<file path="src/rtl/lcfd_pkg.sv">
// Package for the length/CRC-32C frame decoder: field codes, result struct
// and the byte-wide CRC-32C update function. No dependencies.
`default_nettype none

package lcfd_pkg;

    // Header layout: four length bytes then four CRC bytes, little endian
    localparam int HEADER_BYTES = 8;
    localparam int LEN_BYTES    = 4;
    localparam int HDR_POS_W    = $clog2(HEADER_BYTES);
    localparam logic [HDR_POS_W-1:0] LAST_HDR_POS = HDR_POS_W'(HEADER_BYTES - 1);

    // CRC-32C, reflected form
    localparam logic [31:0] CRC_POLY = 32'h82F6_3B78;
    localparam logic [31:0] CRC_INIT = 32'hFFFF_FFFF;

    // Reset value of the max payload register
    localparam logic [31:0] MAX_PAYLOAD_RESET = 32'd65536;

    // Register index on the config port
    localparam logic REG_MAX_PAYLOAD = 1'b0;

    // Input function codes
    localparam logic FUNC_DATA    = 1'b0;
    localparam logic FUNC_RESTART = 1'b1;

    // Result kinds
    localparam logic [1:0] KIND_PAYLOAD = 2'd0;
    localparam logic [1:0] KIND_EMPTY   = 2'd1;
    localparam logic [1:0] KIND_ERROR   = 2'd2;

    // Result status codes
    localparam logic [1:0] STATUS_OK       = 2'd0;
    localparam logic [1:0] STATUS_CRC_BAD  = 2'd1;
    localparam logic [1:0] STATUS_OVERSIZE = 2'd2;
    localparam logic [1:0] STATUS_FAILED   = 2'd3;

    // One result item plus its valid flag
    typedef struct packed {
        logic        valid;
        logic [1:0]  kind;
        logic [7:0]  payload_byte;
        logic        frame_last;
        logic [1:0]  status;
        logic [31:0] frames_done;
    } result_t;

    // One byte of CRC-32C, LSB first
    function automatic logic [31:0] crc32c_byte(input logic [31:0] crc_in,
                                                input logic [7:0]  data);
        logic [31:0] crc;
        crc = crc_in ^ {24'd0, data};
        for (int b = 0; b < 8; b++)
        begin
            if (crc[0])
                crc = (crc >> 1) ^ CRC_POLY;
            else
                crc = crc >> 1;
        end
        return crc;
    endfunction

endpackage

`default_nettype wire

</file>
<file path="src/rtl/lcfd_cfg.sv">
// APB-style configuration register block for the frame decoder.
// Holds max_payload_bytes; depends on lcfd_pkg.
`default_nettype none

module lcfd_cfg (
    input  wire logic        clk,
    input  wire logic        rst_n,
    input  wire logic        psel,
    input  wire logic        penable,
    input  wire logic        pwrite,
    input  wire logic [2:0]  paddr,
    input  wire logic [31:0] pwdata,
    output logic [31:0]      prdata,
    output logic             pready,
    output logic [31:0]      max_payload
);

    logic [31:0] max_payload_reg;
    logic        wr_en;

    // Write in the access phase of a transaction
    assign pready = 1'b1;
    assign wr_en  = psel && penable && pwrite && pready && (paddr[2] == lcfd_pkg::REG_MAX_PAYLOAD);

    always_ff @(posedge clk or negedge rst_n)
    begin
        if (!rst_n)
            max_payload_reg <= lcfd_pkg::MAX_PAYLOAD_RESET;
        else if (wr_en)
            max_payload_reg <= pwdata;
    end

    // Read decode
    always_comb
    begin
        unique case (paddr[2])
            lcfd_pkg::REG_MAX_PAYLOAD: prdata = max_payload_reg;
            default:                   prdata = 32'd0;
        endcase
    end

    assign max_payload = max_payload_reg;

endmodule

`default_nettype wire

</file>
<file path="src/rtl/lcfd_core.sv">
// Frame decode state and next-state logic: header capture, length check,
// CRC-32C update and verdict. Depends on lcfd_pkg.
`default_nettype none

module lcfd_core (
    input  wire logic        clk,
    input  wire logic        rst_n,
    input  wire logic        accept,
    input  wire logic        func,
    input  wire logic [7:0]  data_byte,
    input  wire logic [31:0] max_payload,
    output lcfd_pkg::result_t res
);

    logic [lcfd_pkg::HDR_POS_W-1:0] hdr_pos_reg, hdr_pos_next;
    logic        in_payload_reg, in_payload_next;
    logic [31:0] decl_len_reg, decl_len_next;
    logic [31:0] exp_crc_reg, exp_crc_next;
    logic [31:0] remaining_reg, remaining_next;
    logic [31:0] crc_reg, crc_next;
    logic        failed_reg, failed_next;
    logic [31:0] good_cnt_reg, good_cnt_next;

    logic [31:0] crc_upd;
    logic [31:0] rem_dec;
    logic [31:0] crc_full;

    assign crc_upd  = lcfd_pkg::crc32c_byte(crc_reg, data_byte);
    assign rem_dec  = remaining_reg - 32'd1;
    // Complete header CRC once its top byte arrives
    assign crc_full = {data_byte, exp_crc_reg[23:0]};

    // Next state and result for the item at the input
    always_comb
    begin
        hdr_pos_next    = hdr_pos_reg;
        in_payload_next = in_payload_reg;
        decl_len_next   = decl_len_reg;
        exp_crc_next    = exp_crc_reg;
        remaining_next  = remaining_reg;
        crc_next        = crc_reg;
        failed_next     = failed_reg;
        good_cnt_next   = good_cnt_reg;

        res              = '0;
        res.kind         = lcfd_pkg::KIND_PAYLOAD;
        res.status       = lcfd_pkg::STATUS_OK;

        if (func == lcfd_pkg::FUNC_RESTART)
        begin
            hdr_pos_next    = '0;
            in_payload_next = 1'b0;
            decl_len_next   = '0;
            exp_crc_next    = '0;
            remaining_next  = '0;
            crc_next        = lcfd_pkg::CRC_INIT;
            failed_next     = 1'b0;
            good_cnt_next   = '0;
        end
        else if (failed_reg)
        begin
            res.valid  = 1'b1;
            res.kind   = lcfd_pkg::KIND_ERROR;
            res.status = lcfd_pkg::STATUS_FAILED;
        end
        else if (!in_payload_reg)
        begin
            // Header byte: fill its lane
            if (hdr_pos_reg[lcfd_pkg::HDR_POS_W-1] == 1'b0)
                decl_len_next[{hdr_pos_reg[1:0], 3'b000} +: 8] = data_byte;
            else
                exp_crc_next[{hdr_pos_reg[1:0], 3'b000} +: 8] = data_byte;

            if (hdr_pos_reg != lcfd_pkg::LAST_HDR_POS)
                hdr_pos_next = hdr_pos_reg + 1'b1;
            else
            begin
                hdr_pos_next = '0;
                if (decl_len_reg > max_payload)
                begin
                    failed_next = 1'b1;
                    res.valid   = 1'b1;
                    res.kind    = lcfd_pkg::KIND_ERROR;
                    res.status  = lcfd_pkg::STATUS_OVERSIZE;
                end
                else if (decl_len_reg == 32'd0)
                begin
                    // Empty payload: CRC of nothing is zero
                    res.valid = 1'b1;
                    res.kind  = lcfd_pkg::KIND_EMPTY;
                    if (crc_full != 32'd0)
                    begin
                        failed_next = 1'b1;
                        res.status  = lcfd_pkg::STATUS_CRC_BAD;
                    end
                    else
                        good_cnt_next = good_cnt_reg + 32'd1;
                    decl_len_next = '0;
                    exp_crc_next  = '0;
                end
                else
                begin
                    in_payload_next = 1'b1;
                    remaining_next  = decl_len_reg;
                    crc_next        = lcfd_pkg::CRC_INIT;
                end
            end
        end
        else
        begin
            // Payload byte, passed straight through
            crc_next         = crc_upd;
            remaining_next   = rem_dec;
            res.valid        = 1'b1;
            res.kind         = lcfd_pkg::KIND_PAYLOAD;
            res.payload_byte = data_byte;
            if (rem_dec == 32'd0)
            begin
                res.frame_last = 1'b1;
                if ((crc_upd ^ lcfd_pkg::CRC_INIT) != exp_crc_reg)
                begin
                    failed_next = 1'b1;
                    res.status  = lcfd_pkg::STATUS_CRC_BAD;
                end
                else
                    good_cnt_next = good_cnt_reg + 32'd1;
                in_payload_next = 1'b0;
                decl_len_next   = '0;
                exp_crc_next    = '0;
                crc_next        = lcfd_pkg::CRC_INIT;
            end
        end

        res.frames_done = good_cnt_next;
    end

    // State registers
    always_ff @(posedge clk or negedge rst_n)
    begin
        if (!rst_n)
        begin
            hdr_pos_reg    <= '0;
            in_payload_reg <= 1'b0;
            decl_len_reg   <= '0;
            exp_crc_reg    <= '0;
            remaining_reg  <= '0;
            crc_reg        <= lcfd_pkg::CRC_INIT;
            failed_reg     <= 1'b0;
            good_cnt_reg   <= '0;
        end
        else if (accept)
        begin
            hdr_pos_reg    <= hdr_pos_next;
            in_payload_reg <= in_payload_next;
            decl_len_reg   <= decl_len_next;
            exp_crc_reg    <= exp_crc_next;
            remaining_reg  <= remaining_next;
            crc_reg        <= crc_next;
            failed_reg     <= failed_next;
            good_cnt_reg   <= good_cnt_next;
        end
    end

endmodule

`default_nettype wire

</file>
<file path="src/rtl/lcfd_out_stage.sv">
// Result register of the frame decoder: holds one result until taken,
// and tells the input side when a new transaction may enter. Uses lcfd_pkg.
`default_nettype none

module lcfd_out_stage (
    input  wire logic        clk,
    input  wire logic        rst_n,
    input  wire logic        load,
    input  lcfd_pkg::result_t res,
    input  wire logic        out_ready,
    output logic             space,
    output logic             out_valid,
    output logic [1:0]       kind,
    output logic [7:0]       payload_byte,
    output logic             frame_last,
    output logic [1:0]       status,
    output logic [31:0]      frames_done
);

    logic              valid_reg;
    lcfd_pkg::result_t data_reg;

    // Room for a new result when empty or being drained this cycle
    assign space = !valid_reg || out_ready;

    always_ff @(posedge clk or negedge rst_n)
    begin
        if (!rst_n)
            valid_reg <= 1'b0;
        else if (load)
            valid_reg <= res.valid;
        else if (out_ready)
            valid_reg <= 1'b0;
    end

    // Payload needs no reset
    always_ff @(posedge clk)
    begin
        if (load && res.valid)
            data_reg <= res;
    end

    assign out_valid    = valid_reg;
    assign kind         = data_reg.kind;
    assign payload_byte = data_reg.payload_byte;
    assign frame_last   = data_reg.frame_last;
    assign status       = data_reg.status;
    assign frames_done  = data_reg.frames_done;

endmodule

`default_nettype wire

</file>
<file path="src/rtl/length_crc_frame_decoder.sv">
// Top level of the length-prefixed CRC-32C frame decoder.
// Instantiates lcfd_cfg, lcfd_core and lcfd_out_stage; uses lcfd_pkg.
//
// Usage:
//   Input channel (in_valid/in_ready, func, data_byte) carries one link byte
//   or a restart per transaction. Output channel (out_valid/out_ready) carries
//   at most one result per input: passed-through payload bytes (last one
//   marked with the CRC verdict), empty-frame completions and error reports.
//   Header bytes produce no result except on the eighth one.
//   Timing: a result appears in the cycle after its input is accepted.
//   Throughput: one byte per cycle unless stalled, set by the combinational
//   decode and CRC-32C byte update between the state and result registers.
//   Stall: the result register holds one result; in_ready drops while it is
//   full and out_ready is low, and rises again as it drains.
//   Reset: decode state clears, CRC seeds to all ones, max_payload_bytes
//   returns to 65536. A restart input clears decode state and the good
//   frame count but keeps the register.
//   Config: APB-style write of max_payload_bytes at address 0, while idle.
`default_nettype none

module length_crc_frame_decoder (
    input  wire logic        clk,
    input  wire logic        rst_n,
    // Config port
    input  wire logic        psel,
    input  wire logic        penable,
    input  wire logic        pwrite,
    input  wire logic [2:0]  paddr,
    input  wire logic [31:0] pwdata,
    output logic [31:0]      prdata,
    output logic             pready,
    // Input channel
    input  wire logic        in_valid,
    output logic             in_ready,
    input  wire logic        func,
    input  wire logic [7:0]  data_byte,
    // Output channel
    output logic             out_valid,
    input  wire logic        out_ready,
    output logic [1:0]       kind,
    output logic [7:0]       payload_byte,
    output logic             frame_last,
    output logic [1:0]       status,
    output logic [31:0]      frames_done
);

    logic [31:0]       max_payload;
    logic              accept;
    lcfd_pkg::result_t res;

    assign accept = in_valid && in_ready;

    lcfd_cfg u_cfg (
        .clk         (clk),
        .rst_n       (rst_n),
        .psel        (psel),
        .penable     (penable),
        .pwrite      (pwrite),
        .paddr       (paddr),
        .pwdata      (pwdata),
        .prdata      (prdata),
        .pready      (pready),
        .max_payload (max_payload)
    );

    lcfd_core u_core (
        .clk         (clk),
        .rst_n       (rst_n),
        .accept      (accept),
        .func        (func),
        .data_byte   (data_byte),
        .max_payload (max_payload),
        .res         (res)
    );

    lcfd_out_stage u_out (
        .clk          (clk),
        .rst_n        (rst_n),
        .load         (accept),
        .res          (res),
        .out_ready    (out_ready),
        .space        (in_ready),
        .out_valid    (out_valid),
        .kind         (kind),
        .payload_byte (payload_byte),
        .frame_last   (frame_last),
        .status       (status),
        .frames_done  (frames_done)
    );

endmodule

`default_nettype wire

</file>
<file path="config.mk">
export PLATFORM = sky130hd
export DESIGN_NAME = length_crc_frame_decoder
export DESIGN_NICKNAME = d
export VERILOG_FILES = /design/src/rtl/lcfd_pkg.sv /design/src/rtl/lcfd_cfg.sv /design/src/rtl/lcfd_core.sv /design/src/rtl/lcfd_out_stage.sv /design/src/rtl/length_crc_frame_decoder.sv
export SDC_FILE = /design/constraint.sdc
export NUM_CORES = 1
export LEC_CHECK = 0
export ABC_AREA = 1
export BUFFER_PORTS_ARGS = -buffer_cell sky130_fd_sc_hd__clkbuf_2
export CORE_MARGIN = 5
export CORE_UTILIZATION = 45
export DETAILED_ROUTE_END_ITERATION = 16
export SYNTH_ARGS = -nofsm -noshare
export SYNTH_HDL_FRONTEND = slang
export SYNTH_HIERARCHICAL = 1
export SYNTH_SLANG_ARGS = --single-unit
</file>
<file path="constraint.sdc">
create_clock -name clk -period 3.6 [get_ports clk]
set_clock_uncertainty 0.05 [all_clocks]
set_input_delay 0.18 -clock clk [delete_from_list [all_inputs] [get_ports clk]]
set_output_delay 0.18 -clock clk [all_outputs]
set_load 0.03 [all_outputs]
</file>
* Word level (Yosys, flattened, before mapping)
Index checks and enable logic that the tools add are counted.
** Operators by class
- Add/sub/neg operators :: 4
- Multiply operators :: 0
- Divide/modulo/power cells :: 0
- Order comparisons :: 1
- Equal/unequal tests :: 8
- Shift operators :: 2
- Muxes and demuxes :: 86
- Bitwise gates (word level) :: 12
- Reductions and logical operators :: 17
** Operator list (count)
- 32-bit 2-to-1 mux :: 46
- 16-bit inverter with 17-bit output :: 8
- 32-bit bitwise mux :: 2
- 32-bit zero test :: 2
- 32-bit by 1-bit adder with 32-bit output, second input constant :: 1
- 32-bit > comparator :: 1
- 32-bit inequality test :: 1
- 32-bit inverter :: 1
- 32-bit nonzero test :: 1
- 8-bit by 7-bit variable shift with 32-bit output, first input constant :: 1
- 8-bit by 7-bit variable part select with 32-bit output :: 1
- 32-bit by 1-bit subtractor with 32-bit output, second input constant :: 1
- 32-bit by 8-bit bitwise XOR with 32-bit output :: 1
- 3-bit 2-to-1 mux :: 10
- 1-bit 2-to-1 mux :: 20
- 9-bit 2-to-1 mux :: 2
- 14-bit 2-to-1 mux :: 1
- 2-bit 2-to-1 mux :: 5
- 3-bit by 2-bit inequality test with 1-bit output, second input constant :: 3
- 5-bit negator with 7-bit output :: 1
- 3-bit inequality test, second input constant :: 2
- 3-bit AND reduction :: 2
- 1-bit logical AND :: 5
- 5-bit AND reduction :: 1
- other kinds (9) :: 11
** Word-level totals
- Flip-flop bits (word level) :: 243
- Bits in latches :: 0
- Bits in writable memories :: 0
- Memory bits (read-only) :: 0
- Input bits :: 51
- Output and inout port bits :: 80
- Word-level logic and storage cells :: 146
- Memories kept :: 0

* Longest topological paths before layout
- Depth after elaboration :: 25
- Gate-level depth with buffers :: 27
- Mapped depth without buffers :: 26

* Hierarchy
Netlist, hierarchy kept.
** By module, submodules not included
- lcfd_core :: times used 1, cells an instance 1978, area an instance 13087.6 um2, seq. area each 4169.0 um2
- lcfd_cfg :: times used 1, cells an instance 212, area an instance 1587.8 um2, seq. area each 802.0 um2
- lcfd_out_stage :: times used 1, cells an instance 53, area an instance 1402.6 um2, seq. area each 1376.3 um2
- length_crc_frame_decoder :: times used 1, cells an instance 2, area an instance 7.5 um2, seq. area each 0.0 um2

* Worst setup path before layout
OpenSTA, ideal clock, no wires.
- Path type :: reg-to-reg
- Start point :: register u_cfg.max_payload_reg[31] (netlist: u_cfg/max_payload[31])
- End point :: register u_out.data_reg, in the netlist u_out/frame_last, enable pin
- Library setup time :: 0.399 ns
- Arrival :: 2.640 ns
- Data required time :: 3.151 ns
- Setup slack :: 0.510 ns
- Cell stages (with the launch flop) :: 15
- Path buffers :: 0
- Clock period less this slack :: 3.090 ns
- Cells stage by stage :: dfrtp_1 > inv_1 > ha_1 > nand2_1 > nor2_1 > nand4_1 > nor4_1 > nand2_1 > nand2_1 > nand2_1 > nand2_1 > a21oi_1 > a21oi_1 > nand2_1 > inv_1
** RTL lines
- from (decl) :: RTL line lcfd_cfg.sv:18 : logic [31:0] max_payload_reg;
- from (signal assigned) :: RTL line lcfd_cfg.sv:28 : max_payload_reg <= lcfd_pkg::MAX_PAYLOAD_RESET;
- from (signal assigned) :: RTL line lcfd_cfg.sv:30 : max_payload_reg <= pwdata;
- to (signal assigned) :: RTL line lcfd_out_stage.sv:40 : data_reg <= res;
- to (decl) :: RTL line lcfd_out_stage.sv:21 : lcfd_pkg::result_t data_reg;

==> impl_metrics.csv <==
group,metric,value,unit
power_and_ir_drop,power_density,826,mW/mm²
placement,dp_hpwl,37.5,mm
timing,drv_slew,0,
route,drt-initial-drc-count,1199,
route,ant_nets,0,
worst_hold_path,hold_class,"in2reg",
cells_and_area,multiInputGateArea,0.00838,mm²
setup_path,reg2reg_slack,0.19,ns
timing,finalCritPeriodShare,94.8,%
synthesis,synthDistinctLibCells,53,
cells_and_area,n_antenna_cell,0,
cts,cts_buffers,29,
timing,worstMarginPinSlew,0.932,ns
timing,setup_viol,0,
setup_path,end_kind,"flop",
cells_and_area,ff_latch_area,0.00635,mm²
setup_path,r2r_start,"u_core/remaining_reg[0]$_DFFE_PN0P_",
setup_path,reg2reg_depth,15,
worst_hold_path,holdPathStages,5,
global_routing,grt_usage,25.0,%
timing,max_slew_margin,37.7,%
cells_and_area,area_growth,19.0,%
placement,pre_cts_slack,0.0632,ns
route,dr.pass1.iters,6,
placement,finalWeightedCongestion,0.964,
cts,clockBufferDepth,3,
floorplan,rows,69,
setup_path,cp-startpoint,"u_core/remaining_reg[0]$_DFFE_PN0P_",
global_routing,grt_pass1_vias,14800,
synthesis,synthArstFlopShare,81.5,%
timing,fin_crit,3.41,ns
setup_path,worst_ep_arrival_time,3.67,ns
worst_hold_path,hold_path_end,"u_cfg/max_payload[16]$_DFFE_PN1P_",
flow_run,maxCapViolations,0,
global_routing,antenna_found_initial,0,
route,wl_per_cell,17.3,µm
floorplan,core_area,0.0354,mm²
power_and_ir_drop,ir_worst_vdd,0.557,mV
synthesis,syn_area,0.0161,mm²
global_routing,grt_overflow,0,
cts,clock-sinks,243,
outcome,status,"finished clean",
route,via_per_inst,5.36,
setup_path,cp-start-kind,"flop",
setup_path,path_class,"reg2reg",
cells_and_area,drive_gt1_share,15.4,%
cts,cts.htree.levels,1,
synthesis,synth_edf_count,45,
setup_path,r2r-end,"u_out/frames_done[18]$_DFFE_PP_",
synthesis,avgSynthCellArea,7.17,µm²
synthesis,synth_top_area_cell,"dfrtp_1",
cts,clock_latency,0.55,ns
synthesis,synth_nets,2338,
synthesis,synth_seq_cells,243,
timing,whs,0.0757,ns
synthesis,synth_warnings,6,
placement,port_buffers,127,
floorplan,die_h,199,µm
floorplan,start_util,45.4,%
synthesis,synth_top_area_share,25.7,%
cells_and_area,num-fill-cells,3433,
floorplan,fp.dieArea,0.0396,mm²
cts,cts.clk_slew.worst_paths,0.06,ns
synthesis,syn_inst,2245,
synthesis,seq_area_frac_synth,39.5,%
global_routing,grt_max_degree,88,
worst_hold_path,holdCritStartpoint,"psel",
floorplan,ioPinCount,131,
global_routing,grt_pass1_wl,79.5,mm
synthesis,synthTopCellsByArea,"dfrtp_1 (26%), nand2_1 (15%), edfxtp_1 (8.4%), inv_1 (6.2%), dfstp_2 (5.4%)",
route,post-route-drc-count,0,
timing,fmax,293,MHz
route,wl,50.5,mm
timing,rsz0062_at_grt,"true",
cts,cts_root_buf,"clkbuf_16",
cts,cts_tree,"yes",
floorplan,die_w,199,µm
timing,finalWorstSetupSlack,0.188,ns
route,num_vias,15600,
setup_path,worstPathRequired,3.86,ns
synthesis,synthFlopType,"dfrtp_1",
timing,finalHoldViolCount,0,
setup_path,critPathMaxFanout,21,
cells_and_area,nNetsFinal,2527,
power_and_ir_drop,leakage,9.60,nW
## per-layer routing
layer	vias to the layer above	track usage, %	part of all wire [%]
li1	7756	-	-
met1	7360	34.5	45
met2	434	42.2	47
met3	80	2.90	5.4
met4	0	6.26	2.6
met5	-	0	0
## cell type report
cell class	instances	share of cell area (%)
Tap cell	461	3.01
Sequential cell	243	33.2
Clock inverter	21	1.46
Clock buffer	32	3.95
Timing Repair Buffer	247	9.08
Multi-Input combinational cell	1631	43.8
Inverter	282	5.56
## cell families (layout without fill, tap and decap cells)
| logic type | count (synthesis) | in the layout | synth area share (%) |
|---|---|---|---|
| adder cells (fa/ha/maj) | 42 | 42 | 3.27 |
| XOR/XNOR | 61 | 61 | 3.37 |
| AO/OA/AOI/OAI | 271 | 271 | 9.73 |
| flip-flops | 243 | 243 | 39.5 |
| AND/OR/NAND/NOR | 1256 | 1256 | 34.7 |
| other | 1 | 1 | 0.0233 |
| buffers and inverters | 371 | 582 | 9.50 |
## placed cells by master (no fill, tap or decap), types with 70 or more instances in the layout
| cell type | n |
|---|---|
| nand2_1 | 630 |
| inv_1 | 263 |
| nor2_1 | 201 |
| dfrtp_1 | 165 |
| nand3_1 | 163 |
| clkbuf_2 | 126 |
| o21ai_0 | 115 |
| nand4_1 | 80 |
| buf_4 | 76 |
| a21oi_1 | 70 |
## report_power, final
| part | internal (mW) | switching [mW] | total [mW] |
|---|---|---|---|
| clock network | 1.95 | 1.23 | 3.18 |
| registers | 3.45 | 0.573 | 4.02 |
| logic | 3.03 | 5.59 | 8.62 |
## worst max path at each step
| stage | to | slack, ns | cells after the start |
|---|---|---|---|
| global placement | u_out/frames_done[4]$_DFFE_PP_ | 0.07 | 19 |
| finish | u_out/frames_done[18]$_DFFE_PP_ | 0.19 | 15 |
| CTS | u_out/frames_done[20]$_DFFE_PP_ | 0.05 | 23 |
| floorplan | u_out/frame_last$_DFFE_PP_ | 0.51 | 14 |
| detailed placement | u_out/frames_done[17]$_DFFE_PP_ | 0.06 | 24 |
| global route | u_out/frames_done[5]$_DFFE_PP_ | -0.006 | 25 |
## critical path, stage by stage (launching register included)
cell and delay, ns:
dfrtp_1 0.39, inv_1 0.08, ha_1 0.18, nand2_1 0.17, or3_1 0.49, nor2_1 0.17, xor2_1 0.25, inv_1 0.07
nor3_1 0.18, nand2_1 0.11, nor3_4 0.27, nand3_4 0.16, nand2_8 0.12, buf_12 0.16, nand4_1 0.12, and3_1 0.20
## cell usage after synthesis, types with 16 or more instances
library cell and n:
dfstp_2 33, nor2_1 205, xor2_1 52, clkbuf_1 47, o21a_1 16, nand3_1 168
inv_1 266, nand4_1 80, nand2_1 640, nor3_1 71, a21oi_1 70, edfxtp_1 45
nor4_1 18, o21ai_0 116, and3_1 18, ha_1 42, dfrtp_1 165, buf_2 17
nand2_2 18
## metrics by stage
stage	TNS (ns)	power, mW	instance area [µm²]	std cells	utilization (%)
floorplan	0	9.66	16100	2245	-
global placement	0	12.0	17500	2815	49.3
detailed placement	0	12.1	17500	2815	49.3
CTS	0	15.4	18800	2902	53.2
global route	-0.00637	17.0	19100	2917	54.1
finish	0	15.8	19100	2917	54.1
## what timing repair did
item	CTS	global route
endpoints found under the setup margin	0	135
gates resized for setup	0	44
endpoints found under the hold margin	85	0
hold buffers	34	0
setup buffers	0	15
Power figures use the tool's default switching activity.
